[config.mk]
export PLATFORM = sky130hd
export DESIGN_NAME = hue_cycle_led_color_top
export DESIGN_NICKNAME = d
export VERILOG_FILES = /design/src/rtl/hclc_pkg.sv /design/src/rtl/hclc_regs.sv /design/src/rtl/hclc_dp.sv /design/src/rtl/hclc_ctrl.sv /design/src/rtl/hue_cycle_led_color_top.sv
export SDC_FILE = /design/constraint.sdc
export NUM_CORES = 1
export LEC_CHECK = 0
export ABC_CLOCK_PERIOD_IN_PS = 10500
export BUFFER_PORTS_ARGS = -buffer_cell sky130_fd_sc_hd__buf_2
export CAP_MARGIN = 20
export CORE_UTILIZATION = 49
export CTS_BUF_LIST = sky130_fd_sc_hd__clkbuf_4 sky130_fd_sc_hd__clkbuf_8
export DETAILED_ROUTE_END_ITERATION = 10
export GPL_TIMING_DRIVEN = 0
export PLACE_DENSITY = 0.63
export SLEW_MARGIN = 20
export SYNTH_ARGS = -nofsm -noshare
export SYNTH_HDL_FRONTEND = slang
export SYNTH_SLANG_ARGS = --single-unit
[constraint.sdc]
create_clock -name clk_i -period 10.5 [get_ports clk_i]
set_input_delay 2.1 -clock clk_i [delete_from_list [all_inputs] [get_ports clk_i]]
set_output_delay 2.1 -clock clk_i [all_outputs]
set_load 0.005 [all_outputs]
[src/rtl/hclc_pkg.sv]
// ----------------------------------------------------------------------------
// hclc_pkg
// shared widths, register indexes, datapath operation codes and structs for
// the hue cycling led color block
// ----------------------------------------------------------------------------
package hclc_pkg;

  // hue phase resolution, one full turn is 2**HUE_BITS
  localparam int HUE_BITS = 16;

  // fixed field widths
  localparam int STEP_W = 16;
  localparam int FRAC_W = 9;
  localparam int COL_W  = 8;
  localparam int FRAC_ONE = 256;

  // derived widths
  localparam int ADD_W  = (HUE_BITS > STEP_W) ? HUE_BITS : STEP_W;
  localparam int H6_W   = HUE_BITS + 3;
  localparam int SECT_W = 3;
  localparam int DIFF_W = HUE_BITS + 9;
  localparam int PROD_W = FRAC_W + DIFF_W;

  // apb register file
  localparam int ADDR_W = 5;
  localparam int DATA_W = 32;
  localparam int IDX_W  = 3;

  localparam logic [IDX_W-1:0] REG_HUE_STEP     = 3'd0;
  localparam logic [IDX_W-1:0] REG_SATURATION   = 3'd1;
  localparam logic [IDX_W-1:0] REG_COLOR_VALUE  = 3'd2;
  localparam logic [IDX_W-1:0] REG_BRIGHTNESS   = 3'd3;
  localparam logic [IDX_W-1:0] REG_CHARGE_RED   = 3'd4;
  localparam logic [IDX_W-1:0] REG_CHARGE_GREEN = 3'd5;
  localparam logic [IDX_W-1:0] REG_CHARGE_BLUE  = 3'd6;

  typedef struct packed {
    logic [STEP_W-1:0] hue_step;
    logic [FRAC_W-1:0] saturation;
    logic [FRAC_W-1:0] color_value;
    logic [FRAC_W-1:0] brightness;
    logic [COL_W-1:0]  charge_red;
    logic [COL_W-1:0]  charge_green;
    logic [COL_W-1:0]  charge_blue;
  } cfg_t;

  typedef enum logic [3:0] {
    OP_IDLE,
    OP_ADVANCE,
    OP_SECTOR,
    OP_FS,
    OP_Q,
    OP_GS,
    OP_T,
    OP_P,
    OP_SELECT,
    OP_CHARGE,
    OP_SCALE,
    OP_OUT
  } op_e;

  localparam logic [1:0] CH_RED   = 2'd0;
  localparam logic [1:0] CH_GREEN = 2'd1;
  localparam logic [1:0] CH_BLUE  = 2'd2;

  typedef struct packed {
    op_e        op;
    logic [1:0] ch;
  } dp_cmd_t;

endpackage

[src/rtl/hclc_regs.sv]
// ----------------------------------------------------------------------------
// hclc_regs
// apb register file holding the step, hsv fractions, brightness and the
// color shown while charging
// ----------------------------------------------------------------------------
module hclc_regs (
  input  logic                           clk_i,
  input  logic                           rst_ni,
  input  logic                           psel,
  input  logic                           penable,
  input  logic                           pwrite,
  input  logic [hclc_pkg::ADDR_W-1:0]    paddr,
  input  logic [hclc_pkg::DATA_W-1:0]    pwdata,
  output logic [hclc_pkg::DATA_W-1:0]    prdata,
  output hclc_pkg::cfg_t                 cfg_o
);
  import hclc_pkg::*;

  cfg_t             cfg_q, cfg_d;
  logic [IDX_W-1:0] idx;
  logic             wr_en;

  assign idx   = paddr[ADDR_W-1:2];
  assign wr_en = psel & penable & pwrite;

  always_comb begin
    cfg_d = cfg_q;
    if (wr_en) begin
      case (idx)
        REG_HUE_STEP:     cfg_d.hue_step     = pwdata[STEP_W-1:0];
        REG_SATURATION:   cfg_d.saturation   = pwdata[FRAC_W-1:0];
        REG_COLOR_VALUE:  cfg_d.color_value  = pwdata[FRAC_W-1:0];
        REG_BRIGHTNESS:   cfg_d.brightness   = pwdata[FRAC_W-1:0];
        REG_CHARGE_RED:   cfg_d.charge_red   = pwdata[COL_W-1:0];
        REG_CHARGE_GREEN: cfg_d.charge_green = pwdata[COL_W-1:0];
        REG_CHARGE_BLUE:  cfg_d.charge_blue  = pwdata[COL_W-1:0];
        default:          cfg_d = cfg_q;
      endcase
    end
  end

  always_ff @(posedge clk_i or negedge rst_ni) begin
    if (!rst_ni) begin
      cfg_q.hue_step     <= STEP_W'(65);
      cfg_q.saturation   <= FRAC_W'(128);
      cfg_q.color_value  <= FRAC_W'(256);
      cfg_q.brightness   <= FRAC_W'(256);
      cfg_q.charge_red   <= COL_W'(255);
      cfg_q.charge_green <= '0;
      cfg_q.charge_blue  <= '0;
    end else begin
      cfg_q <= cfg_d;
    end
  end

  always_comb begin
    case (idx)
      REG_HUE_STEP:     prdata = DATA_W'(cfg_q.hue_step);
      REG_SATURATION:   prdata = DATA_W'(cfg_q.saturation);
      REG_COLOR_VALUE:  prdata = DATA_W'(cfg_q.color_value);
      REG_BRIGHTNESS:   prdata = DATA_W'(cfg_q.brightness);
      REG_CHARGE_RED:   prdata = DATA_W'(cfg_q.charge_red);
      REG_CHARGE_GREEN: prdata = DATA_W'(cfg_q.charge_green);
      REG_CHARGE_BLUE:  prdata = DATA_W'(cfg_q.charge_blue);
      default:          prdata = '0;
    endcase
  end

  assign cfg_o = cfg_q;

endmodule

[src/rtl/hclc_dp.sv]
// ----------------------------------------------------------------------------
// hclc_dp
// datapath: hue phase, one shared multiplier, hsv intermediates, color and
// output registers
// ----------------------------------------------------------------------------
module hclc_dp (
  input  logic                       clk_i,
  input  logic                       rst_ni,
  input  hclc_pkg::cfg_t             cfg_i,
  input  hclc_pkg::dp_cmd_t          cmd_i,
  output logic [3*hclc_pkg::COL_W-1:0] out_data_o
);
  import hclc_pkg::*;

  localparam logic [DIFF_W-1:0] FULL = DIFF_W'(1) << (HUE_BITS + 8);
  localparam logic [DIFF_W-1:0] TURN = DIFF_W'(1) << HUE_BITS;

  function automatic logic [FRAC_W-1:0] clamp_frac(input logic [FRAC_W-1:0] x);
    clamp_frac = (x > FRAC_W'(FRAC_ONE)) ? FRAC_W'(FRAC_ONE) : x;
  endfunction

  // c * 255 / 256 for c up to 256
  function automatic logic [COL_W-1:0] to_byte(input logic [FRAC_W-1:0] c);
    logic [16:0] wide;
    wide    = {c, 8'd0} - 17'(c);
    to_byte = wide[15:8];
  endfunction

  logic [HUE_BITS-1:0] phase_q, phase_d;
  logic [SECT_W-1:0]   sector_q, sector_d;
  logic [HUE_BITS-1:0] f_q, f_d;
  logic [DIFF_W-1:0]   diff_q, diff_d;
  logic [FRAC_W-1:0]   p_q, p_d, q_q, q_d, t_q, t_d;
  logic [COL_W-1:0]    col_q [3];
  logic [COL_W-1:0]    col_d [3];
  logic [3*COL_W-1:0]  out_q, out_d;

  logic [FRAC_W-1:0]   s_cl, v_cl, b_cl;
  logic [ADD_W-1:0]    sum;
  logic [H6_W-1:0]     h6;
  logic [FRAC_W-1:0]   mul_a;
  logic [DIFF_W-1:0]   mul_b;
  logic [PROD_W-1:0]   prod;
  logic [FRAC_W-1:0]   cr, cg, cb;

  assign s_cl = clamp_frac(cfg_i.saturation);
  assign v_cl = clamp_frac(cfg_i.color_value);
  assign b_cl = clamp_frac(cfg_i.brightness);

  assign sum = ADD_W'(phase_q) + ADD_W'(cfg_i.hue_step);
  assign h6  = {phase_q, 2'b00} + {1'b0, phase_q, 1'b0};

  // shared multiplier operand selection
  always_comb begin
    mul_a = v_cl;
    mul_b = diff_q;
    case (cmd_i.op)
      OP_FS:    begin mul_a = s_cl; mul_b = DIFF_W'(f_q); end
      OP_GS:    begin mul_a = s_cl; mul_b = TURN - DIFF_W'(f_q); end
      OP_P:     begin mul_a = v_cl; mul_b = DIFF_W'(FRAC_W'(FRAC_ONE) - s_cl); end
      OP_SCALE: begin mul_a = b_cl; mul_b = DIFF_W'(col_q[cmd_i.ch]); end
      default:  begin mul_a = v_cl; mul_b = diff_q; end
    endcase
  end

  assign prod = PROD_W'(mul_a) * PROD_W'(mul_b);

  // sector to component mapping
  always_comb begin
    case (sector_q)
      3'd1:    begin cr = q_q;  cg = v_cl; cb = p_q;  end
      3'd2:    begin cr = p_q;  cg = v_cl; cb = t_q;  end
      3'd3:    begin cr = p_q;  cg = q_q;  cb = v_cl; end
      3'd4:    begin cr = t_q;  cg = p_q;  cb = v_cl; end
      3'd5:    begin cr = v_cl; cg = p_q;  cb = q_q;  end
      default: begin cr = v_cl; cg = t_q;  cb = p_q;  end
    endcase
  end

  always_comb begin
    phase_d  = phase_q;
    sector_d = sector_q;
    f_d      = f_q;
    diff_d   = diff_q;
    p_d      = p_q;
    q_d      = q_q;
    t_d      = t_q;
    col_d    = col_q;
    out_d    = out_q;
    case (cmd_i.op)
      OP_ADVANCE: phase_d = sum[HUE_BITS-1:0];
      OP_SECTOR: begin
        sector_d = h6[H6_W-1:HUE_BITS];
        f_d      = h6[HUE_BITS-1:0];
      end
      OP_FS, OP_GS: diff_d = FULL - prod[DIFF_W-1:0];
      OP_Q:      q_d = prod[HUE_BITS+8 +: FRAC_W];
      OP_T:      t_d = prod[HUE_BITS+8 +: FRAC_W];
      OP_P:      p_d = prod[8 +: FRAC_W];
      OP_SELECT: begin
        col_d[CH_RED]   = to_byte(cr);
        col_d[CH_GREEN] = to_byte(cg);
        col_d[CH_BLUE]  = to_byte(cb);
      end
      OP_CHARGE: begin
        col_d[CH_RED]   = cfg_i.charge_red;
        col_d[CH_GREEN] = cfg_i.charge_green;
        col_d[CH_BLUE]  = cfg_i.charge_blue;
      end
      OP_SCALE:  col_d[cmd_i.ch] = prod[8 +: COL_W];
      OP_OUT:    out_d = {col_q[CH_BLUE], col_q[CH_GREEN], col_q[CH_RED]};
      default:   phase_d = phase_q;
    endcase
  end

  always_ff @(posedge clk_i or negedge rst_ni) begin
    if (!rst_ni) begin
      phase_q <= '0;
    end else begin
      phase_q <= phase_d;
    end
  end

  always_ff @(posedge clk_i) begin
    sector_q <= sector_d;
    f_q      <= f_d;
    diff_q   <= diff_d;
    p_q      <= p_d;
    q_q      <= q_d;
    t_q      <= t_d;
    col_q    <= col_d;
    out_q    <= out_d;
  end

  assign out_data_o = out_q;

endmodule

[src/rtl/hclc_ctrl.sv]
// ----------------------------------------------------------------------------
// hclc_ctrl
// controller: accepts an item, steps the datapath through the hsv sequence
// or the charging path, and owns the output valid
// ----------------------------------------------------------------------------
module hclc_ctrl (
  input  logic                clk_i,
  input  logic                rst_ni,
  input  logic                in_valid_i,
  input  logic                in_charging_i,
  output logic                in_ready_o,
  output logic                out_valid_o,
  input  logic                out_ready_i,
  output hclc_pkg::dp_cmd_t   cmd_o
);
  import hclc_pkg::*;

  typedef enum logic [3:0] {
    ST_IDLE,
    ST_ADVANCE,
    ST_SECTOR,
    ST_FS,
    ST_Q,
    ST_GS,
    ST_T,
    ST_P,
    ST_SELECT,
    ST_CHARGE,
    ST_SCALE_R,
    ST_SCALE_G,
    ST_SCALE_B,
    ST_DELIVER
  } state_e;

  state_e state_q, state_d;
  logic   out_valid_q, out_valid_d;
  logic   out_free;

  assign out_free = !out_valid_q || out_ready_i;

  always_comb begin
    cmd_o.op = OP_IDLE;
    cmd_o.ch = CH_RED;
    case (state_q)
      ST_ADVANCE: cmd_o.op = OP_ADVANCE;
      ST_SECTOR:  cmd_o.op = OP_SECTOR;
      ST_FS:      cmd_o.op = OP_FS;
      ST_Q:       cmd_o.op = OP_Q;
      ST_GS:      cmd_o.op = OP_GS;
      ST_T:       cmd_o.op = OP_T;
      ST_P:       cmd_o.op = OP_P;
      ST_SELECT:  cmd_o.op = OP_SELECT;
      ST_CHARGE:  cmd_o.op = OP_CHARGE;
      ST_SCALE_R: begin cmd_o.op = OP_SCALE; cmd_o.ch = CH_RED;   end
      ST_SCALE_G: begin cmd_o.op = OP_SCALE; cmd_o.ch = CH_GREEN; end
      ST_SCALE_B: begin cmd_o.op = OP_SCALE; cmd_o.ch = CH_BLUE;  end
      ST_DELIVER: cmd_o.op = out_free ? OP_OUT : OP_IDLE;
      default:    cmd_o.op = OP_IDLE;
    endcase
  end

  always_comb begin
    state_d     = state_q;
    out_valid_d = out_valid_q;
    if (out_ready_i) begin
      out_valid_d = 1'b0;
    end
    case (state_q)
      ST_IDLE: begin
        if (in_valid_i) begin
          state_d = in_charging_i ? ST_CHARGE : ST_ADVANCE;
        end
      end
      ST_ADVANCE: state_d = ST_SECTOR;
      ST_SECTOR:  state_d = ST_FS;
      ST_FS:      state_d = ST_Q;
      ST_Q:       state_d = ST_GS;
      ST_GS:      state_d = ST_T;
      ST_T:       state_d = ST_P;
      ST_P:       state_d = ST_SELECT;
      ST_SELECT:  state_d = ST_SCALE_R;
      ST_CHARGE:  state_d = ST_SCALE_R;
      ST_SCALE_R: state_d = ST_SCALE_G;
      ST_SCALE_G: state_d = ST_SCALE_B;
      ST_SCALE_B: state_d = ST_DELIVER;
      ST_DELIVER: begin
        if (out_free) begin
          out_valid_d = 1'b1;
          state_d     = ST_IDLE;
        end
      end
      default: state_d = ST_IDLE;
    endcase
  end

  always_ff @(posedge clk_i or negedge rst_ni) begin
    if (!rst_ni) begin
      state_q     <= ST_IDLE;
      out_valid_q <= 1'b0;
    end else begin
      state_q     <= state_d;
      out_valid_q <= out_valid_d;
    end
  end

  assign in_ready_o  = (state_q == ST_IDLE);
  assign out_valid_o = out_valid_q;

endmodule

[src/rtl/hue_cycle_led_color_top.sv]
// ----------------------------------------------------------------------------
// hue_cycle_led_color_top
// hue cycling led color generator with apb configuration and stream ports
// ----------------------------------------------------------------------------
// Each input item is one update tick carrying a charging flag. While charging
// the block outputs the configured charge color and the hue phase holds;
// otherwise the hue phase advances by hue_step (wrapping over one turn) and
// is turned into rgb by six-sector hsv with the configured saturation and
// value, each component mapped to 0..255. Every color, the charge color too,
// is then scaled by brightness over 256, truncating at each step. Fractions
// above 256 act as 256. One multiplier is shared by every product, so a
// running tick steps through the hsv states, a charging tick through the
// charge state, then both scale each channel; the next item is taken once
// the result has moved into the output register, which may still be waiting
// on the downstream side. Registers sit at byte address 4*index: hue_step,
// saturation, color_value, brightness, charge_red, charge_green, charge_blue.
// ----------------------------------------------------------------------------
module hue_cycle_led_color_top (
  input  logic                          clk_i,
  input  logic                          rst_ni,
  // apb configuration port
  input  logic                          psel,
  input  logic                          penable,
  input  logic                          pwrite,
  input  logic [hclc_pkg::ADDR_W-1:0]   paddr,
  input  logic [hclc_pkg::DATA_W-1:0]   pwdata,
  output logic [hclc_pkg::DATA_W-1:0]   prdata,
  output logic                          pready,
  // input items
  input  logic                          s_axis_tvalid,
  output logic                          s_axis_tready,
  input  logic [7:0]                    s_axis_tdata,  // [0] charging, rest zero
  // result items
  output logic                          m_axis_tvalid,
  input  logic                          m_axis_tready,
  output logic [23:0]                   m_axis_tdata   // [7:0] red, [15:8] green, [23:16] blue
);
  import hclc_pkg::*;

  cfg_t    cfg;
  dp_cmd_t cmd;

  assign pready = 1'b1;

  hclc_regs u_regs (
    .clk_i   (clk_i),
    .rst_ni  (rst_ni),
    .psel    (psel),
    .penable (penable),
    .pwrite  (pwrite),
    .paddr   (paddr),
    .pwdata  (pwdata),
    .prdata  (prdata),
    .cfg_o   (cfg)
  );

  // sequencer for the hsv steps and the output handshake
  hclc_ctrl u_ctrl (
    .clk_i         (clk_i),
    .rst_ni        (rst_ni),
    .in_valid_i    (s_axis_tvalid),
    .in_charging_i (s_axis_tdata[0]),
    .in_ready_o    (s_axis_tready),
    .out_valid_o   (m_axis_tvalid),
    .out_ready_i   (m_axis_tready),
    .cmd_o         (cmd)
  );

  // phase, shared multiplier and color registers
  hclc_dp u_dp (
    .clk_i      (clk_i),
    .rst_ni     (rst_ni),
    .cfg_i      (cfg),
    .cmd_i      (cmd),
    .out_data_o (m_axis_tdata)
  );

endmodule

# Yosys cells after proc, flatten, opt, wreduce, memory -nomap -nowiden
# Cells that the tools add are included.
dict set report op_classes {
  add_sub_neg 8
  multipliers 1
  n_lt_le_gt_ge 5
  eq_ne 37
  n_mux 26
  n_bitwise 3
  reduce_logical 21
}
# op n
set op_table {}
lappend op_table {{$pmux 16 s7} 1}
lappend op_table {{$pmux 25 s4} 1}
lappend op_table {{$pmux 9 s3} 3}
lappend op_table {{$pmux 24 s3} 1}
lappend op_table {{$pmux 4 s13} 1}
lappend op_table {{$sub 16x9->16} 3}
lappend op_table {{$pmux 4 s11} 1}
lappend op_table {{$eq 4x4->1 const B} 10}
lappend op_table {{$mul 9x25->33} 1}
lappend op_table {{$eq 4x3->1 const B} 8}
lappend op_table {{$gt 9x9->1 const B} 3}
lappend op_table {{$mux 9} 3}
lappend op_table {{$sub 25x25->25 const A} 1}
lappend op_table {{$bwmux 24} 1}
lappend op_table {{$mux 8} 3}
lappend op_table {{$add 18x17->19} 1}
lappend op_table {{$pmux 9 s2} 1}
lappend op_table {{$sub 17x16->18 const A} 1}
lappend op_table {{$add 16x16->16} 1}
lappend op_table {{$bmux 8 s2} 1}
lappend op_table {{$demux 8 s2} 1}
lappend op_table {{$eq 4x2->1 const B} 4}
lappend op_table {{$mux 4} 4}
lappend op_table {{$reduce_and 2->1} 8}
lappend op_table {{21 further kinds} 38}
dict set report totals {
  reg_bits 207
  in_bits 52
  output_inout_bits 59
  word_cells 121
}

# Longest topological paths before layout
dict set report logic_depth {
  depth_word 10
  ltp_mapped 29
  depth_no_buf 28
}

# By module
# A second synthesis with hierarchy kept.
dict set report unflattened {
  cells_unflattened 2039
  area_unflattened_um2 19611.3
}
# module instances cells_each area_each_um2 seq_area_each_um2
set modules_own_cells {}
lappend modules_own_cells {hclc_dp 1 1750 15891.5 3943.8}
lappend modules_own_cells {hclc_regs 1 247 3345.7 1692.9}
lappend modules_own_cells {hclc_ctrl 1 40 362.8 125.1}
lappend modules_own_cells {hue_cycle_led_color_top 1 2 11.3 0.0}

# Least setup slack after synthesis
# Ideal clock, no wire load.
dict set report synth_timing {
  path_type {reg-to-reg}
  startpoint {reg u_ctrl.state_q[2]}
  endpoint {reg u_dp.diff_q[24] (data pin)}
  setup_time_ns 0.263
  t_arrival_ns 7.732
  required_time_ns 10.237
  path_slack_ns 2.504
  path_stages_with_launch 26
  path_buffers 4
  synth_period_minus_slack_ns 7.996
  path_cell_list {dfrtp_1 > buf_2 > nand2b_1 > a21oi_1 > and2_1 > clkbuf_1 > a22oi_1 > o21ai_0 > clkbuf_1 > nand2_1 > fa_1 > inv_1 > fa_1 > fa_1 > fa_1 > ha_1 > clkbuf_1 > a21oi_1 > o22ai_1 > nor2_1 > xnor2_1 > a2111oi_2 > and4_1 > nor3b_1 > nand4_1 > xnor2_1}
}
dict set report synth_via {
  elab_chain_len 9
  elab_cells_between_ends 29
  cone_classes {1 x add/sub; 1 x mul; 17 x eq/ne; 7 x mux; 1 x bitwise; 2 x reduce/logical}
}
# element line
set synth_rtl {}
lappend synth_rtl {{start, declared} hclc_ctrl.sv:35} ;# state_e state_q, state_d;
lappend synth_rtl {{start signal, assigned} hclc_ctrl.sv:101} ;# state_q <= state_d;
lappend synth_rtl {{branches (longest 7 deep; another with $pmux 4 s11)} n/a}
lappend synth_rtl {{$mul 9x25->33 *} hclc_dp.sv:66} ;# assign prod = PROD_W'(mul_a) * PROD_W'(mul_b);
lappend synth_rtl {{named net u_dp.prod[10]} hclc_dp.sv:43} ;# logic [PROD_W-1:0] prod;
lappend synth_rtl {{$sub 25x25->25 *} hclc_dp.sv:96} ;# OP_FS, OP_GS: diff_d = FULL - prod[DIFF_W-1:0];
lappend synth_rtl {{end signal, assigned} hclc_dp.sv:127} ;# diff_q <= diff_d;
lappend synth_rtl {{end, declared} hclc_dp.sv:32} ;# logic [DIFF_W-1:0] diff_q, diff_d;
# Mark *: on every way through the listed nets, which the timed path passes. The select of a mux whose other input is x is not followed.
# A chain may end at the register's enable or synchronous reset.

# Worst setup path in the final report
dict set report layout_timing {
  startpoint {reg u_ctrl.state_q[2]}
  endpoint {reg u_dp.diff_q[23] (data pin)}
}
dict set report layout_via {
  elab_chain_len 9
  elab_cells_between_ends 29
  cone_classes {1 x add/sub; 1 x mul; 17 x eq/ne; 7 x mux; 1 x bitwise; 2 x reduce/logical}
}
# element line
set layout_rtl {}
lappend layout_rtl {{branches (longest 7 deep; another with $pmux 4 s11)} n/a}
lappend layout_rtl {{$mul 9x25->33 *} hclc_dp.sv:66}
lappend layout_rtl {{$sub 25x25->25 *} hclc_dp.sv:96}
# Mark *: on every way between the ends. The select of a mux whose other input is x is not followed.

==> impl_metrics.ini <==
[clock_network]
cts_setup_buffers = 0
cts_sinks = 206
clkSlewWorstSetupHoldPaths_ns = 0.07
cts_hold_buf = 0
cts_tree = built
clk-insertion-delay-late_ns = 0.56
root_buffer = clkbuf_8
cts_buffers = 38
clock_path_buffers = 3
cts_resized = 0
htree_levels = 2

[cells_and_area]
fillCellCount = 3611
synthToLayoutAreaGrowth_pct = 11.3
nets = 2589
final_cell_mix = 278 x nand2_1, 206 x inv_1, 190 x nor2_1
diodes = 0
drive_gt1_share_pct = 14.3
final_common_cell = nand2_1
stdcell_count = 2838

[timing]
post-route-period-util_pct = 88.5
tns_ns = 0
period_needed_ns = 9.29
maxSlewHeadroom_pct = 18.6
slew_violations = 0
setup_violations = 0
hold_viol = 0
worstMarginPinSlew_ns = 1.21
fmax_mhz = 108
skew_ns = 0.0352
rsz0062_at_grt = no

[floorplan]
row_count = 73
dieArea_um2 = 41500
io_pins = 111
start_util_pct = 50.0
die_w_um = 204
core_area_um2 = 39900
dieHeight_um = 204

[synthesis]
ys.warnings.count = 0
synth_edf_count = 118
avgSynthCellArea_um2 = 9.28
async_flop_share_pct = 42.7
ys_seq_area_share_pct = 28.9
synthDistinctLibCells = 93
ys_ff_latch = 206
syn_area_um2 = 20000
ys.flop_type = edfxtp_1
yosys.area.top_type = edfxtp_1
synth.top_cells.by_area = edfxtp_1 18%, fa_1 16%, dfrtp_1 9.4%
synth_top_area_share_pct = 17.8
syn_inst = 2152

[placement]
io_buffers = 66
post-dp-hpwl_um = 50900
placed_cells_incl_taps = 2769
gp_congestion = 0.978

[global_routing]
grt_pass1_wl_um = 98400
grt_pass1_vias = 16600
antenna_found_initial = 0
grt.total_usage_pct = 31.3
grt_overflow = 0
grt_max_degree = 77

[route]
initialDrtViolationCount = 1932
drcViolationCount = 0
drt-vias-per-instance = 6.04
drtAntennaViolNets = 0
post_drt_wl_per_cell_um = 22.4
first_pass_iters = 6
dr_total_vias = 17100
wirelength_um = 63600

[setup_path]
crit_fanout = 10
endpoint_kind = flip-flop
worstPathRequired_ns = 10.79
path_class = reg2reg
cp-start-kind = flip-flop
r2r_cells = 27
crit_arrival_ns = 9.58

[worst_hold_path]
holdPathStages = 0
min_path_type = reg2reg

[run_status]
status = complete, no violations

[flow_run]
max_cap_viol_count = 0
worst max-delay path, cell delays in order (launching register included):
cell,delay [ns]
dfrtp_1,0.37
buf_2,0.17
clkbuf_1,0.25
inv_1,0.19
nand2_1,0.14
nor2_1,0.59
a21oi_1,0.10
a21oi_1,0.25
o21ai_0,0.16
a211oi_1,0.98
nor2_1,0.15
fa_1,0.57
inv_1,0.05
fa_1,0.48
inv_1,0.06
fa_1,0.50
fa_1,0.49
ha_1,0.29
clkbuf_1,0.22
a21oi_1,0.18
o22ai_1,0.15
nor2_1,0.30
a21oi_1,0.13
xnor2_1,0.94
nand4_1,0.50
nor4_1,0.44
nand4_1,0.19
xnor2_1,0.17
registers in the layout (all words and copies together) (netlist names), 9 cells and up:
signal / flops
u_dp.col_q: 24
u_dp.diff_q: 25
u_dp.f_q: 15
u_dp.out_data_o: 24
u_dp.p_q: 9
u_dp.phase_q: 16
u_dp.q_q: 9
u_dp.t_q: 9
u_regs.cfg_o: 67
synth_stat cells, types with 7 or more instances:
cell,number
xor2_1,27
dfrtp_1,75
buf_2,14
nand3_1,35
and3_1,12
buf_4,17
or2_2,10
mux4_2,7
xnor2_1,66
nand2b_1,32
o221ai_1,7
or3_1,19
nand4_1,9
nor2_1,190
dfstp_2,13
nor3b_1,8
ha_1,90
o211ai_1,18
a211oi_1,15
mux2i_1,21
inv_1,206
o21ai_0,105
a21oi_1,92
nand2_1,278
a31oi_1,13
clkbuf_1,72
a221o_1,20
edfxtp_1,118
fa_1,163
nor4_1,10
o21a_1,10
a22oi_1,18
and2_1,30
a221oi_1,26
a21o_1,28
nor2b_1,26
mux2_2,69
nor3_1,36
per-stage QoR:
step | cell area [um2] | utilization (%) | setup slack (ns) | hold slack, ns
final | 22200 | 55.7 | 1.21 | 0.501
after global routing | 22200 | 55.7 | 0.845 | 0.506
after CTS | 22200 | 55.7 | 1.45 | 0.494
after detailed placement | 21200 | 53.2 | 1.49 | 0.479
after global placement | 21000 | 52.6 | 0.00627 | 0.485
after floorplan | 20000 | - | 2.50 | 0.449
path summary, 6_finish.rpt:
kind / to / from / slack [ns]
setup / recovery: u_dp.diff_q[23] / u_ctrl.state_q[2] / 1.21
max in group asynchronous: u_regs.cfg_o[22] / rst_ni / 8.46
hold reg to reg: u_dp.out_data_o[0] / u_dp.col_q[16] / 0.50
min in group asynchronous: u_dp.phase_q[9] / rst_ni / 1.37
setup reg to reg: u_dp.diff_q[23] / u_ctrl.state_q[2] / 1.21
hold / removal: u_dp.out_data_o[0] / u_dp.col_q[16] / 0.50
cells by family (layout without fill, tap and decap cells):
group	Yosys count	count (layout)	synth area share, %
buffers and inverters	323	469	6.69
XOR/XNOR	93	93	4.08
multiplexers	97	97	5.74
AND/OR/NAND/NOR	727	727	16.9
adder cells (fa/ha/maj)	253	253	22.0
AO/OA/AOI/OAI	451	451	15.7
flip-flops	206	206	28.9
other	2	17	0.0376
final cells by class:
class / count / area [um2] / share of cell area [%]
tap: 525 / 657 / 2.96
clock inverter: 17 / 310 / 1.40
clock buffer: 52 / 678 / 3.05
timing repair buffer: 77 / 454 / 2.04
sequential: 206 / 5760 / 25.9
buffer: 115 / 554 / 2.49
inverter: 208 / 781 / 3.51
multi-input combinational: 1638 / 13000 / 58.6
routing by layer:
| metal | vias up | share of wire, % | global-route usage [%] |
|---|---|---|---|
| met1 | 8511 | 43 | 45.3 |
| met4 | 0 | 3.0 | 9.24 |
| met5 | - | 0 | 0 |
| met3 | 115 | 9.1 | 5.21 |
| li1 | 7702 | - | - |
| met2 | 818 | 44 | 48.2 |
Power is left out: the tool's default activity adds up to more than one toggle a clock period on the data nets, which glitch-free logic cannot reach.
